### config.mk
export PLATFORM = sky130hd
export DESIGN_NAME = keymatrix_ghost_filter_reporter
export DESIGN_NICKNAME = d
export VERILOG_FILES = /design/src/rtl/kgf_pkg.sv /design/src/rtl/keymatrix_ghost_filter_reporter.sv /design/src/rtl/kgf_fifo.sv /design/src/rtl/kgf_front.sv /design/src/rtl/kgf_back.sv
export SDC_FILE = /design/constraint.sdc
export NUM_CORES = 2
export LEC_CHECK = 0
export ABC_AREA = 1
export BUFFER_PORTS_ARGS = -buffer_cell sky130_fd_sc_hd__buf_2
export CELL_PAD_IN_SITES_DETAIL_PLACEMENT = 0
export CELL_PAD_IN_SITES_GLOBAL_PLACEMENT = 2
export CORE_ASPECT_RATIO = 1.5
export CORE_UTILIZATION = 47
export DETAILED_ROUTE_END_ITERATION = 8
export PLACE_DENSITY = 0.81
export SLEW_MARGIN = 20
export SYNTH_ARGS = -nofsm -noshare
export SYNTH_HDL_FRONTEND = slang
export SYNTH_HIERARCHICAL = 1
export SYNTH_SLANG_ARGS = --single-unit
### constraint.sdc
create_clock -name clk_i -period 11.74 [get_ports clk_i]
set_input_delay 1.761 -clock clk_i [delete_from_list [all_inputs] [get_ports clk_i]]
set_output_delay 1.761 -clock clk_i [all_outputs]
set_load 0.02 [all_outputs]
### src/rtl/kgf_pkg.sv
// Shared types and constants for the key matrix ghost filter reporter.
// Used by the top level, front end, back end and checker; depends on nothing else.
package kgf_pkg;

  localparam int ENTRIES_DEF      = 8;
  localparam int KEYMAP_DEPTH_DEF = 256;
  localparam int KEYCODE_BITS_DEF = 10;

  localparam int CMD_DEPTH      = 2;
  localparam int RES_DEPTH      = 4;
  localparam int GHOST_MIN_KEYS = 3;

  localparam logic [7:0] FN_OFFSET_RST  = 8'd128;
  localparam logic [9:0] FN_KEYCODE_RST = 10'd464;

  // configuration register indexes
  localparam logic [1:0] CFG_FN_MAP_EN  = 2'd0;
  localparam logic [1:0] CFG_GHOST_EN   = 2'd1;
  localparam logic [1:0] CFG_FN_OFFSET  = 2'd2;
  localparam logic [1:0] CFG_FN_KEYCODE = 2'd3;

  typedef logic [9:0] keycode_t;
  typedef logic [7:0] scancode_t;

  typedef enum logic [1:0] {
    EV_RELEASE = 2'd0,
    EV_PRESS   = 2'd1,
    EV_SYNC    = 2'd2
  } event_e;

  typedef enum logic [1:0] {
    CMD_MAP_WRITE   = 2'd0,
    CMD_SNAPSHOT    = 2'd1,
    CMD_RELEASE_ALL = 2'd2
  } cmd_e;

  typedef struct packed {
    logic        op;
    logic [7:0]  map_index;
    keycode_t    map_keycode;
    logic [63:0] key_entries;
    logic [3:0]  fifo_count;
  } in_item_t;

  typedef struct packed {
    event_e    event_kind;
    keycode_t  keycode;
    scancode_t scancode;
    logic      last;
  } res_item_t;

  typedef struct packed {
    cmd_e        kind;
    logic [7:0]  index;
    keycode_t    keycode;
    logic [63:0] entries;
  } cmd_t;

  typedef struct packed {
    logic      fn_map_en;
    logic      ghost_en;
    scancode_t fn_offset;
    keycode_t  fn_keycode;
  } cfg_t;

  // one byte of the key snapshot
  typedef struct packed {
    logic       valid;
    logic [3:0] row;
    logic [2:0] col;
  } key_t;

endpackage

### src/rtl/keymatrix_ghost_filter_reporter.sv
// Key matrix snapshot reporter: Fn translation, ghost filter, release/press/sync events.
// Top level; depends on kgf_pkg, kgf_front and kgf_back.
//
// Input side is a queue: drive in_data_i and push; the item is taken when full is low.
// op 0 writes one keymap entry (done in the back end, no result). op 1 carries
// a snapshot of ENTRIES key bytes; a zero fifo_count releases every held key.
// Result side is a queue too: while empty is low out_data_o shows the oldest event,
// and pop takes it. Each snapshot gives releases, presses and a sync marked last,
// unless the ghost filter rejects it, in which case nothing is reported.
// Configuration writes go over cfg_valid_i/cfg_ready_o (always ready) with
// cfg_index_i selecting the register, and are meant for an idle block.
// Timing: one item at a time in the back sequencer. The keymap port is read once a
// cycle, and the emitter gives one event a cycle while the result queue has room.
// One further item can queue in front meanwhile. A stalled receiver fills the
// 4-deep result queue and then holds the sequencer; input keeps being taken until
// the command queue is full.
// Reset clears queues, held keys and registers; the keymap is undefined until written.
module keymatrix_ghost_filter_reporter #(
  parameter int ENTRIES      = kgf_pkg::ENTRIES_DEF,
  parameter int KEYMAP_DEPTH = kgf_pkg::KEYMAP_DEPTH_DEF,
  parameter int KEYCODE_BITS = kgf_pkg::KEYCODE_BITS_DEF
) (
  input  logic               clk_i,
  input  logic               rst_ni,
  input  logic               push,
  output logic               full,
  input  kgf_pkg::in_item_t  in_data_i,
  output logic               empty,
  input  logic               pop,
  output kgf_pkg::res_item_t out_data_o,
  input  logic               cfg_valid_i,
  output logic               cfg_ready_o,
  input  logic [1:0]         cfg_index_i,
  input  logic [9:0]         cfg_data_i
);

  kgf_pkg::cfg_t      cfg_q;
  kgf_pkg::cmd_t      cmd;
  logic               cmd_valid;
  logic               cmd_pop;

  assign cfg_ready_o = 1'b1;

  always_ff @(posedge clk_i or negedge rst_ni) begin
    if (!rst_ni) begin
      cfg_q.fn_map_en  <= 1'b0;
      cfg_q.ghost_en   <= 1'b0;
      cfg_q.fn_offset  <= kgf_pkg::FN_OFFSET_RST;
      cfg_q.fn_keycode <= kgf_pkg::FN_KEYCODE_RST;
    end else if (cfg_valid_i && cfg_ready_o) begin
      unique case (cfg_index_i)
        kgf_pkg::CFG_FN_MAP_EN:  cfg_q.fn_map_en  <= cfg_data_i[0];
        kgf_pkg::CFG_GHOST_EN:   cfg_q.ghost_en   <= cfg_data_i[0];
        kgf_pkg::CFG_FN_OFFSET:  cfg_q.fn_offset  <= cfg_data_i[7:0];
        kgf_pkg::CFG_FN_KEYCODE: cfg_q.fn_keycode <= cfg_data_i;
        default: ;
      endcase
    end
  end

  kgf_front u_front (
    .clk_i       (clk_i),
    .rst_ni      (rst_ni),
    .push        (push),
    .full        (full),
    .in_data_i   (in_data_i),
    .cmd_pop_i   (cmd_pop),
    .cmd_valid_o (cmd_valid),
    .cmd_o       (cmd)
  );

  kgf_back #(
    .ENTRIES      (ENTRIES),
    .KEYMAP_DEPTH (KEYMAP_DEPTH),
    .KEYCODE_BITS (KEYCODE_BITS)
  ) u_back (
    .clk_i       (clk_i),
    .rst_ni      (rst_ni),
    .cfg_i       (cfg_q),
    .cmd_valid_i (cmd_valid),
    .cmd_pop_o   (cmd_pop),
    .cmd_i       (cmd),
    .empty       (empty),
    .pop         (pop),
    .out_data_o  (out_data_o)
  );

endmodule

### src/rtl/kgf_fifo.sv
// Small first-in first-out queue of any packed type.
// Used for the command queue and the result queue; no package needed.
module kgf_fifo #(
  parameter type T     = logic,
  parameter int  Depth = 2
) (
  input  logic clk_i,
  input  logic rst_ni,
  input  logic push_i,
  input  T     data_i,
  output logic full_o,
  input  logic pop_i,
  output T     data_o,
  output logic empty_o
);

  localparam int PW = (Depth > 1) ? $clog2(Depth) : 1;
  localparam int CW = $clog2(Depth + 1);

  T              mem_q [Depth];
  logic [PW-1:0] wptr_q, rptr_q;
  logic [CW-1:0] cnt_q;
  logic          do_push, do_pop;

  assign full_o  = (cnt_q == CW'(Depth));
  assign empty_o = (cnt_q == '0);
  assign do_push = push_i && !full_o;
  assign do_pop  = pop_i && !empty_o;
  assign data_o  = mem_q[rptr_q];

  always_ff @(posedge clk_i or negedge rst_ni) begin
    if (!rst_ni) begin
      wptr_q <= '0;
      rptr_q <= '0;
      cnt_q  <= '0;
    end else begin
      if (do_push) begin
        wptr_q <= (wptr_q == PW'(Depth - 1)) ? '0 : wptr_q + PW'(1);
      end
      if (do_pop) begin
        rptr_q <= (rptr_q == PW'(Depth - 1)) ? '0 : rptr_q + PW'(1);
      end
      if (do_push && !do_pop) begin
        cnt_q <= cnt_q + CW'(1);
      end else if (do_pop && !do_push) begin
        cnt_q <= cnt_q - CW'(1);
      end
    end
  end

  always_ff @(posedge clk_i) begin
    if (do_push) begin
      mem_q[wptr_q] <= data_i;
    end
  end

endmodule

### src/rtl/kgf_front.sv
// Front end: accepts input items, classifies them into commands and queues them.
// Depends on kgf_pkg and kgf_fifo.
module kgf_front (
  input  logic              clk_i,
  input  logic              rst_ni,
  input  logic              push,
  output logic              full,
  input  kgf_pkg::in_item_t in_data_i,
  input  logic              cmd_pop_i,
  output logic              cmd_valid_o,
  output kgf_pkg::cmd_t     cmd_o
);

  kgf_pkg::cmd_t cmd_in;
  logic          cmd_empty;

  always_comb begin
    cmd_in.index   = in_data_i.map_index;
    cmd_in.keycode = in_data_i.map_keycode;
    cmd_in.entries = in_data_i.key_entries;
    if (!in_data_i.op) begin
      cmd_in.kind = kgf_pkg::CMD_MAP_WRITE;
    end else if (in_data_i.fifo_count == '0) begin
      // an empty key FIFO means every key went up
      cmd_in.kind = kgf_pkg::CMD_RELEASE_ALL;
    end else begin
      cmd_in.kind = kgf_pkg::CMD_SNAPSHOT;
    end
  end

  kgf_fifo #(
    .T     (kgf_pkg::cmd_t),
    .Depth (kgf_pkg::CMD_DEPTH)
  ) u_cmd_fifo (
    .clk_i   (clk_i),
    .rst_ni  (rst_ni),
    .push_i  (push),
    .data_i  (cmd_in),
    .full_o  (full),
    .pop_i   (cmd_pop_i),
    .data_o  (cmd_o),
    .empty_o (cmd_empty)
  );

  assign cmd_valid_o = !cmd_empty;

endmodule

### src/rtl/kgf_back.sv
// Back end: keymap memory, lookup and ghost check sequencer, event emitter.
// Depends on kgf_pkg and kgf_fifo.
module kgf_back #(
  parameter int ENTRIES      = kgf_pkg::ENTRIES_DEF,
  parameter int KEYMAP_DEPTH = kgf_pkg::KEYMAP_DEPTH_DEF,
  parameter int KEYCODE_BITS = kgf_pkg::KEYCODE_BITS_DEF
) (
  input  logic               clk_i,
  input  logic               rst_ni,
  input  kgf_pkg::cfg_t      cfg_i,
  input  logic               cmd_valid_i,
  output logic               cmd_pop_o,
  input  kgf_pkg::cmd_t      cmd_i,
  output logic               empty,
  input  logic               pop,
  output kgf_pkg::res_item_t out_data_o
);

  localparam int AW   = $clog2(KEYMAP_DEPTH);
  localparam int IW   = $clog2(ENTRIES + 1);
  localparam int LW   = (ENTRIES > 1) ? $clog2(ENTRIES) : 1;
  localparam int CmpW = (KEYCODE_BITS > 10) ? KEYCODE_BITS : 10;

  typedef logic [KEYCODE_BITS-1:0] kcw_t;
  typedef logic [CmpW-1:0]         cmp_t;

  typedef enum logic [2:0] {
    ST_IDLE,
    ST_LOOK,
    ST_DRAIN,
    ST_DECIDE,
    ST_FN,
    ST_FN_DRAIN,
    ST_REL,
    ST_PRESS
  } st_e;

  // control
  st_e           state_q, state_d;
  logic [IW-1:0] idx_q, idx_d;
  logic [IW-1:0] n_q, n_d;
  logic [IW-1:0] held_cnt_q, held_cnt_d;
  logic          fn_down_q, fn_down_d;
  logic          col_q, col_d;
  logic          row_q, row_d;
  logic          p_valid_q, p_valid_d;
  logic          p_fn_q, p_fn_d;
  logic          sync_q, sync_d;

  // payload
  kcw_t              keymap_q [KEYMAP_DEPTH];
  kcw_t              rdata_q;
  logic              p_oob_q;
  kgf_pkg::scancode_t p_sc_q;
  logic [LW-1:0]     p_idx_q;
  kgf_pkg::scancode_t sc_list_q [ENTRIES];
  kcw_t              kc_list_q [ENTRIES];
  kcw_t              held_q [ENTRIES];

  logic               issue, map_wr, wr_ok, cmd_pop, append, res_push, res_full, ghost;
  logic [LW-1:0]      idx_l, n_l;
  kgf_pkg::key_t      key;
  kgf_pkg::scancode_t look_sc, fn_sc, rd_sc;
  logic               rd_oob;
  logic [AW-1:0]      rd_addr;
  kcw_t               proc_kc;
  logic               proc_is_fn, held_found;
  logic [ENTRIES-1:0] col_hit, row_hit, kc_hit;
  kgf_pkg::res_item_t res_data;

  assign idx_l   = idx_q[LW-1:0];
  assign n_l     = n_q[LW-1:0];
  assign key     = kgf_pkg::key_t'(cmd_i.entries[{idx_l, 3'b000} +: 8]);
  assign look_sc = {1'b0, key.row, key.col};
  assign fn_sc   = sc_list_q[idx_l] + cfg_i.fn_offset;
  assign rd_sc   = (state_q == ST_FN) ? fn_sc : look_sc;
  assign rd_oob  = ({1'b0, rd_sc} >= 9'(KEYMAP_DEPTH));
  assign rd_addr = rd_oob ? '0 : rd_sc[AW-1:0];
  assign wr_ok   = ({1'b0, cmd_i.index} < 9'(KEYMAP_DEPTH));

  assign proc_kc    = p_oob_q ? '0 : rdata_q;
  assign proc_is_fn = cfg_i.fn_map_en && (cmp_t'(proc_kc) == cmp_t'(cfg_i.fn_keycode));
  assign append     = p_valid_q && !p_fn_q && !proc_is_fn;

  // row sits in scancode bits 6..3, column in bits 2..0 before any Fn offset
  always_comb begin
    for (int j = 0; j < ENTRIES; j++) begin
      col_hit[j] = (IW'(j) < n_q) && (sc_list_q[j][2:0] == p_sc_q[2:0]);
      row_hit[j] = (IW'(j) < n_q) && (sc_list_q[j][6:3] == p_sc_q[6:3]);
      kc_hit[j]  = (IW'(j) < n_q) && (kc_list_q[j] == held_q[idx_l]);
    end
  end

  assign held_found = |kc_hit;
  assign ghost = cfg_i.ghost_en && (int'(n_q) >= kgf_pkg::GHOST_MIN_KEYS) && col_q && row_q;

  always_comb begin
    state_d    = state_q;
    idx_d      = idx_q;
    n_d        = n_q;
    held_cnt_d = held_cnt_q;
    fn_down_d  = fn_down_q;
    col_d      = col_q;
    row_d      = row_q;
    sync_d     = sync_q;
    issue      = 1'b0;
    map_wr     = 1'b0;
    cmd_pop    = 1'b0;
    res_push   = 1'b0;
    res_data.event_kind = kgf_pkg::EV_SYNC;
    res_data.keycode    = '0;
    res_data.scancode   = '0;
    res_data.last       = 1'b0;

    unique case (state_q)
      ST_IDLE: begin
        if (cmd_valid_i) begin
          unique case (cmd_i.kind)
            kgf_pkg::CMD_MAP_WRITE: begin
              map_wr  = wr_ok;
              cmd_pop = 1'b1;
            end
            kgf_pkg::CMD_SNAPSHOT: begin
              state_d   = ST_LOOK;
              idx_d     = '0;
              n_d       = '0;
              fn_down_d = 1'b0;
              col_d     = 1'b0;
              row_d     = 1'b0;
            end
            kgf_pkg::CMD_RELEASE_ALL: begin
              state_d = ST_REL;
              idx_d   = '0;
              n_d     = '0;
            end
            default: ;
          endcase
        end
      end
      ST_LOOK: begin
        issue = 1'b1;
        if (idx_q == IW'(ENTRIES - 1)) begin
          state_d = ST_DRAIN;
        end else begin
          idx_d = idx_q + IW'(1);
        end
      end
      ST_DRAIN: begin
        state_d = ST_DECIDE;
      end
      ST_DECIDE: begin
        idx_d = '0;
        if (ghost) begin
          // drop the whole snapshot, state untouched
          cmd_pop = 1'b1;
          state_d = ST_IDLE;
        end else if (fn_down_q && (n_q != '0)) begin
          state_d = ST_FN;
        end else begin
          state_d = ST_REL;
        end
      end
      ST_FN: begin
        issue = 1'b1;
        if (idx_q == n_q - IW'(1)) begin
          state_d = ST_FN_DRAIN;
        end else begin
          idx_d = idx_q + IW'(1);
        end
      end
      ST_FN_DRAIN: begin
        state_d = ST_REL;
        idx_d   = '0;
      end
      ST_REL: begin
        if (idx_q < held_cnt_q) begin
          if (held_found) begin
            idx_d = idx_q + IW'(1);
          end else if (!res_full) begin
            res_push            = 1'b1;
            res_data.event_kind = kgf_pkg::EV_RELEASE;
            res_data.keycode    = kgf_pkg::keycode_t'(held_q[idx_l]);
            idx_d               = idx_q + IW'(1);
          end
        end else begin
          state_d = ST_PRESS;
          idx_d   = '0;
        end
      end
      ST_PRESS: begin
        if (idx_q < n_q) begin
          if (!res_full) begin
            res_push            = 1'b1;
            res_data.event_kind = kgf_pkg::EV_PRESS;
            res_data.keycode    = kgf_pkg::keycode_t'(kc_list_q[idx_l]);
            res_data.scancode   = sc_list_q[idx_l];
            idx_d               = idx_q + IW'(1);
          end
        end else if (!res_full) begin
          // close the run with a sync and adopt the new held set
          res_push      = 1'b1;
          res_data.last = 1'b1;
          cmd_pop       = 1'b1;
          held_cnt_d    = n_q;
          sync_d        = 1'b1;
          state_d       = ST_IDLE;
        end
      end
      default: state_d = ST_IDLE;
    endcase

    if (p_valid_q && !p_fn_q) begin
      if (proc_is_fn) begin
        fn_down_d = 1'b1;
      end else begin
        n_d   = n_q + IW'(1);
        col_d = col_q | (|col_hit);
        row_d = row_q | (|row_hit);
      end
    end

    if (sync_q) begin
      sync_d = 1'b0;
    end
  end

  assign p_valid_d = issue && ((state_q == ST_FN) || key.valid);
  assign p_fn_d    = (state_q == ST_FN);

  always_ff @(posedge clk_i or negedge rst_ni) begin
    if (!rst_ni) begin
      state_q    <= ST_IDLE;
      idx_q      <= '0;
      n_q        <= '0;
      held_cnt_q <= '0;
      fn_down_q  <= 1'b0;
      col_q      <= 1'b0;
      row_q      <= 1'b0;
      p_valid_q  <= 1'b0;
      p_fn_q     <= 1'b0;
      sync_q     <= 1'b0;
    end else begin
      state_q    <= state_d;
      idx_q      <= idx_d;
      n_q        <= n_d;
      held_cnt_q <= held_cnt_d;
      fn_down_q  <= fn_down_d;
      col_q      <= col_d;
      row_q      <= row_d;
      p_valid_q  <= p_valid_d;
      p_fn_q     <= p_fn_d;
      sync_q     <= sync_d;
    end
  end

  // keymap memory: one write or one registered read a cycle
  always_ff @(posedge clk_i) begin
    if (map_wr) begin
      keymap_q[cmd_i.index[AW-1:0]] <= kcw_t'(cmd_i.keycode);
    end
    if (issue) begin
      rdata_q <= keymap_q[rd_addr];
      p_oob_q <= rd_oob;
      p_sc_q  <= rd_sc;
      p_idx_q <= idx_l;
    end
  end

  always_ff @(posedge clk_i) begin
    if (issue && (state_q == ST_FN)) begin
      sc_list_q[idx_l] <= fn_sc;
    end
    if (append) begin
      sc_list_q[n_l] <= p_sc_q;
      kc_list_q[n_l] <= proc_kc;
    end
    if (p_valid_q && p_fn_q) begin
      kc_list_q[p_idx_q] <= proc_kc;
    end
    if (sync_d && !sync_q) begin
      for (int i = 0; i < ENTRIES; i++) begin
        held_q[i] <= kc_list_q[i];
      end
    end
  end

  kgf_fifo #(
    .T     (kgf_pkg::res_item_t),
    .Depth (kgf_pkg::RES_DEPTH)
  ) u_res_fifo (
    .clk_i   (clk_i),
    .rst_ni  (rst_ni),
    .push_i  (res_push),
    .data_i  (res_data),
    .full_o  (res_full),
    .pop_i   (pop),
    .data_o  (out_data_o),
    .empty_o (empty)
  );

  assign cmd_pop_o = cmd_pop;

endmodule

Word level (Yosys, flattened, before mapping) --
Memory sizes are Yosys's and may differ from the RTL's. A register that Yosys moved wholly into a read port is not among the register bits. Cells that the tools add are included. Widths: inputs -> output; s select.
Word-level totals: bits in registers 63, memory bits (writable) 3036, bits of input ports 104, logic and storage cells 276, memories kept 6
Cells by class: add/subtract/negate cells 12, order comparisons 11, equality and inequality tests 54, shift operators 1, mux-type cells 87, bitwise operators 4, reductions and logical operators 79
Memories:
- u_back.keymap_q | words 256, bits a word 10, rd ports 1, clocked after Yosys merged registers in 1, wr ports 1, line kgf_back.sv:51 | kcw_t keymap_q [KEYMAP_DEPTH];
- u_front.u_cmd_fifo.mem_q | words 2, bits a word 84, rd ports 1, clocked after Yosys merged registers in 0, wr ports 1, line kgf_fifo.sv:20 | T mem_q [Depth];
- u_back.u_res_fifo.mem_q | words 4, bits a word 21, rd ports 1, clocked after Yosys merged registers in 0, wr ports 1, line kgf_fifo.sv:20
- u_back.held_q | words 8, bits a word 10, rd ports 1, clocked after Yosys merged registers in 0, wr ports 8, line kgf_back.sv:58 | kcw_t held_q [ENTRIES];
- u_back.kc_list_q | words 8, bits a word 10, rd ports 9, clocked after Yosys merged registers in 0, wr ports 1, line kgf_back.sv:57 | kcw_t kc_list_q [ENTRIES];
- u_back.sc_list_q | words 8, bits a word 8, rd ports 9, clocked after Yosys merged registers in 0, wr ports 2, line kgf_back.sv:56 | kgf_pkg::scancode_t sc_list_q [ENTRIES];
Operator list (count):
- $eq 10x10->1 | 9
- $shiftx 64x7->8 | 1
- $mux 4 | 13
- $logic_and 1x1->1 | 43
- $mux 1 | 43
- $mux 20 | 2
- $eq 4x4->1 | 9
- $mux 12 | 3
- $mux 3 | 10
- $eq 3x3->1 | 8
- $pmux 12 s2 | 1
- $pmux 3 s8 | 1
- $pmux 4 s6 | 1
- $reduce_or 8->1 | 3
- $lt 3x4->1 const A | 4
- $ne 2x2->1 const B | 8
- $eq 3x3->1 const B | 5
- $mux 2 | 7
- $eq 2x2->1 const B | 6
- $logic_not 1->1 | 11
- $mux 10 | 1
- $reduce_or 10->1 | 1
- $mux 9 | 1
- $add 4x1->4 const B | 2
- 35 further kinds | 55

Longest topological paths before layout --
An unclocked memory read counts as a cell.
depth in word-level cells 12, depth in mapped cells 31, depth with buffers taken out 30

Cells and area by module --
Netlist, hierarchy kept.
By module, submodules not included:
- kgf_back | instances 1, cells an instance 11557, area each 125336.5 um2
- kgf_fifo (u_front.u_cmd_fifo) | instances 1, cells an instance 471, area each 6363.6 um2
- kgf_fifo (u_back.u_res_fifo) | instances 1, cells an instance 306, area each 3965.1 um2
- keymatrix_ghost_filter_reporter | instances 1, cells an instance 96, area each 869.6 um2
- kgf_front | instances 1, cells an instance 7, area each 27.5 um2

Least setup slack after synthesis --
No wires, ideal clock.
path type input to register, from input push, to memory u_front/u_cmd_fifo/mem_q[1][0] (netlist name) (enable), setup time 0.527 ns, arrival time 5.368 ns, data required time 11.213 ns, setup slack 5.845 ns, stages 2, buffers on the path 0, path through o21ai_0 -> nor2_1
Between the ends: word-level cells in the longest chain between the ends 3
RTL lines:
- start, declared | line keymatrix_ghost_filter_reporter.sv:25 | input logic push,
- $logic_and 1x1->1 | line kgf_fifo.sv:27 | assign do_push = push_i && !full_o;
- $mux 1 | line kgf_fifo.sv:52 | if (do_push) begin
- $mux 1 (not written as such) | line kgf_fifo.sv:53 | mem_q[wptr_q] <= data_i;
- end, declared | line kgf_fifo.sv:20
No other way between the ends.

==> impl_metrics.yaml <==
global_route:
  maximum_number_of_pins_on_one_net_before_global_route_repair: 180
  gr-usage-all-layers: 0.293
  grt_overflow_total: 0
  grt_first_pass_wirelength_microns: 628000
  antenna_found_initial: 16
  vias_in_the_first_global_route: 88837
cells_and_area:
  drive_gt1_frac: 0.0718
  finish.net_count: 12409
  final_common_cell: "edfxtp_1"
  fin_util: 0.519
  top_library_cells_by_usage_in_the_layout_fill_and_taps_aside: "edfxtp_1 (3057), nand2_1 (2961), nand3_1 (2159), inv_1 (1411), nand3b_1 (602)"
  area.growth.synth_to_final_pct: 9.91
synthesis:
  post-synth-top-area-fraction: 0.672
  synthesis.nets: 12571
  postSynthAreaPerCell_sq_um: 11.0
  synth_ff_type: "edfxtp_1"
  yosys_warns: 6
  synth.mux.area_fraction: 0
  number_of_flops_mapped_to_enable_cells_by_yosys: 3057
  synth.cell_area_sq_um: 137000
  yosys.area_share.adder: 0.00286
  synth_xor_area_frac: 0.00475
  sequential_area_share_after_synthesis: 0.682
  synth_compound_gate_area_share: 0.0295
  async_reset_ff_frac: 0.0167
  largest_family_of_logic_cells_by_synthesized_area: "simple AND/OR/NAND/NOR gates"
  synthesis.instances: 12437
  synth_simple_gate_area_share: 0.215
  netlist_top_cells_area: "edfxtp_1 (67%), nand2_1 (8.2%), nand3_1 (7.9%), inv_1 (3.9%), nand3b_1 (3.3%)"
  count_of_state_elements_after_synthesis: 3109
  synth_largest_area_cell: "edfxtp_1"
  netlist-cell-type-count: 54
run_status:
  status: "complete, no violations"
drt:
  detailroute.wirelength.met2_microns: 222000
  viasPerCell: 5.67
  initialDrtViolationCount: 8380
  wl_microns: 437000
  routed.top_layer: "met4"
  routed_wl_met3_microns: 26500
  wl_met1_microns: 163000
  drc: 0
  wl_per_cell_microns: 26.8
  dr.pass1.iters: 6
  routed-via-count: 92372
  antenna_left: 0
clock_tree:
  clk_root_buffer_cell: "clkbuf_16"
  h_tree_lvl_count: 5
  clock_slew_seen_by_the_registers_of_the_worst_setup_and_hold_paths_ns: 0.06
  max_buffers_root_to_sink: 4
  post_cts.resized_instances: 0
  cts_tree: "yes"
  worst_skew_pair.late_latency_ns: 0.92
  clkSinkCount: 3109
  cts.repair_timing.setup_buffer_count: 0
  numCtsBuffers: 310
  post_cts_hold_buffer_count: 0
worst_setup_path:
  cp.required_ns: 12.40
  ff2ff_setup_slack_ns: 4.08
  rr_worst_depth: 24
  worstSetupStartpointType: "flop"
  crit_family: "simple AND/OR/NAND/NOR gates"
  critical_path.endpoint_type: "flop"
  critical_path_buf_inv_count: 5
  worst-setup-path-type: "flop to flop"
  cp_slowest_cell: "buf_4"
  cp_max_fo: 88
  crit_path_frequent_cell: "nand2_1"
  crit_path_cell_trace: "inv_2, buf_4, nand2_1, nand2_1, nand2_1, nand2_1, nand2_1, nand2_1, nand2_1, nand2_8, buf_4, buf_4, buf_4, nand3_1, nand3_1, nand3_1, nand3_1, nand3_1, nand2_1, nand2_1, nand3_1, nand2_1, nand2_1, nand2_1"
  cpPeakStageDelay_ns: 0.77
  critical_path.reg2reg.endpoint: "u_back/rdata_q[1]$_DFFE_PP_"
  worstReg2RegStart: "u_front/u_cmd_fifo/rptr_q$_DFFE_PN0P_"
  crit_path_arrival_time_ns: 8.32
sta:
  totalNegativeSetupSlack_ns: 0
  tightestPinTransition_ns: 1.20
  whs_ns: 0.448
  timing_max_transition_violations_final: 0
  slack_of_the_critical_path_ns: 4.08
  rsz_0062_raised_after_global_routing: "no"
  slew-limit-headroom: 0.193
  final.period_utilization: 0.652
  hold_violations: 0
  period_needed_ns: 7.66
  fin_skew_ns: 0.0447
  setup_viol: 0
  maxClockFrequency_mhz: 131
hold_path:
  hold_start: "u_back/kc_list_q[0][3]$_DFFE_PP_"
  hold_depth: 0
  min_delay_worst_endpoint: "u_back/held_q[0][3]$_DFFE_PP_"
  hold_class: "flop to flop"
die:
  std_cell_rows: 242
  die_w_microns: 442
  design.portCount: 128
  initial_core_utilization: 0.472
  floorplan.die_area_sq_um: 293000
  die_h_microns: 662
  core_area_sq_um: 289000
placed_design:
  weighted_congestion_at_the_end_of_routability_driven_global_placement: 0.978
  dp_hpwl_microns: 259000
  placement.setup.worst_slack_ns: 4.08
  count_of_input_and_output_buffers: 126
job:
  drv_cap: 0
-- state kept, by name (all words and copies together), names as in the netlist, 8 cells and up --
name / count
u_back/p_sc_q: 8
cfg_q: 20
u_back/held_q: 80
u_back/sc_list_q: 64
u_back/kc_list_q: 80
u_back/rdata_q: 10
u_back/u_res_fifo/mem_q: 84
u_back/keymap_q: 2560
u_front/u_cmd_fifo/mem_q: 168
-- how the worst max path moves through the flow --
| stage | start | to | cells after the start |
|---|---|---|---|
| global route | u_front/u_cmd_fifo/rptr_q$_DFFE_PN0P_ | u_back/rdata_q[1]$_DFFE_PP_ | 24 |
| finish | u_front/u_cmd_fifo/rptr_q$_DFFE_PN0P_ | u_back/rdata_q[1]$_DFFE_PP_ | 24 |
| CTS | u_front/u_cmd_fifo/rptr_q$_DFFE_PN0P_ | u_back/rdata_q[1]$_DFFE_PP_ | 24 |
| floorplan | push | u_front/u_cmd_fifo/mem_q[1][0]$_DFFE_PP_ | 2 |
| detailed placement | u_front/u_cmd_fifo/rptr_q$_DFFE_PN0P_ | u_back/rdata_q[1]$_DFFE_PP_ | 24 |
| global placement | u_front/u_cmd_fifo/rptr_q$_DFFE_PN0P_ | u_back/rdata_q[1]$_DFFE_PP_ | 24 |
-- routing by layer --
layer / track usage / up-vias
met5: 0 / -
met3: 0.0369 / 823
met2: 0.516 / 3385
li1: - / 42247
met1: 0.349 / 45917
met4: 0.158 / 0
-- cell type report --
cell class / count / area [sq um]
clock buffer: 389 / 8210
multi-input combinational: 7125 / 34900
antenna: 8 / 20.0
clock inverter: 156 / 1380
fill: 25268 / 139000
inverter: 1433 / 5400
sequential: 3109 / 93100
tap: 3782 / 4730
timing repair buffer: 296 / 2310
-- synth_stat cells, types with 14 or more instances --
master    count
edfxtp_1   3057
nand2_1    2990
nand3_1    2159
inv_1      1413
nand3b_1    602
nor2_1      547
buf_2       363
clkbuf_1    309
o211ai_1    220
o21ai_0     129
o21ai_1      81
buf_1        57
nand4_1      52
dfrtp_1      47
a21oi_1      44
xor2_1       40
xnor2_1      34
nand2_2      29
o22ai_1      29
ha_1         28
buf_4        21
o211ai_2     21
inv_2        20
a221oi_1     19
buf_6        17
a22o_1       14
-- logic make-up after synthesis --
kind of cell,after synthesis
and+or+nand+nor,6417
DFF,3109
xor gates and xnor gates,74
other,1
buffers and inverters,2203
adders and majority gates,30
AOI/OAI and AO/OA,603
-- stage by stage --
| step | instances | instance area [sq um] |
|---|---|---|
| detailed placement | 15745 | 140000 |
| global placement | 15745 | 140000 |
| finish | 16298 | 150000 |
| global route | 16291 | 150000 |
| floorplan | 12437 | 137000 |
| CTS | 16290 | 150000 |
Power is not shown: default switching activity piles up to over one toggle a cycle in this logic, so the estimate is an artifact.
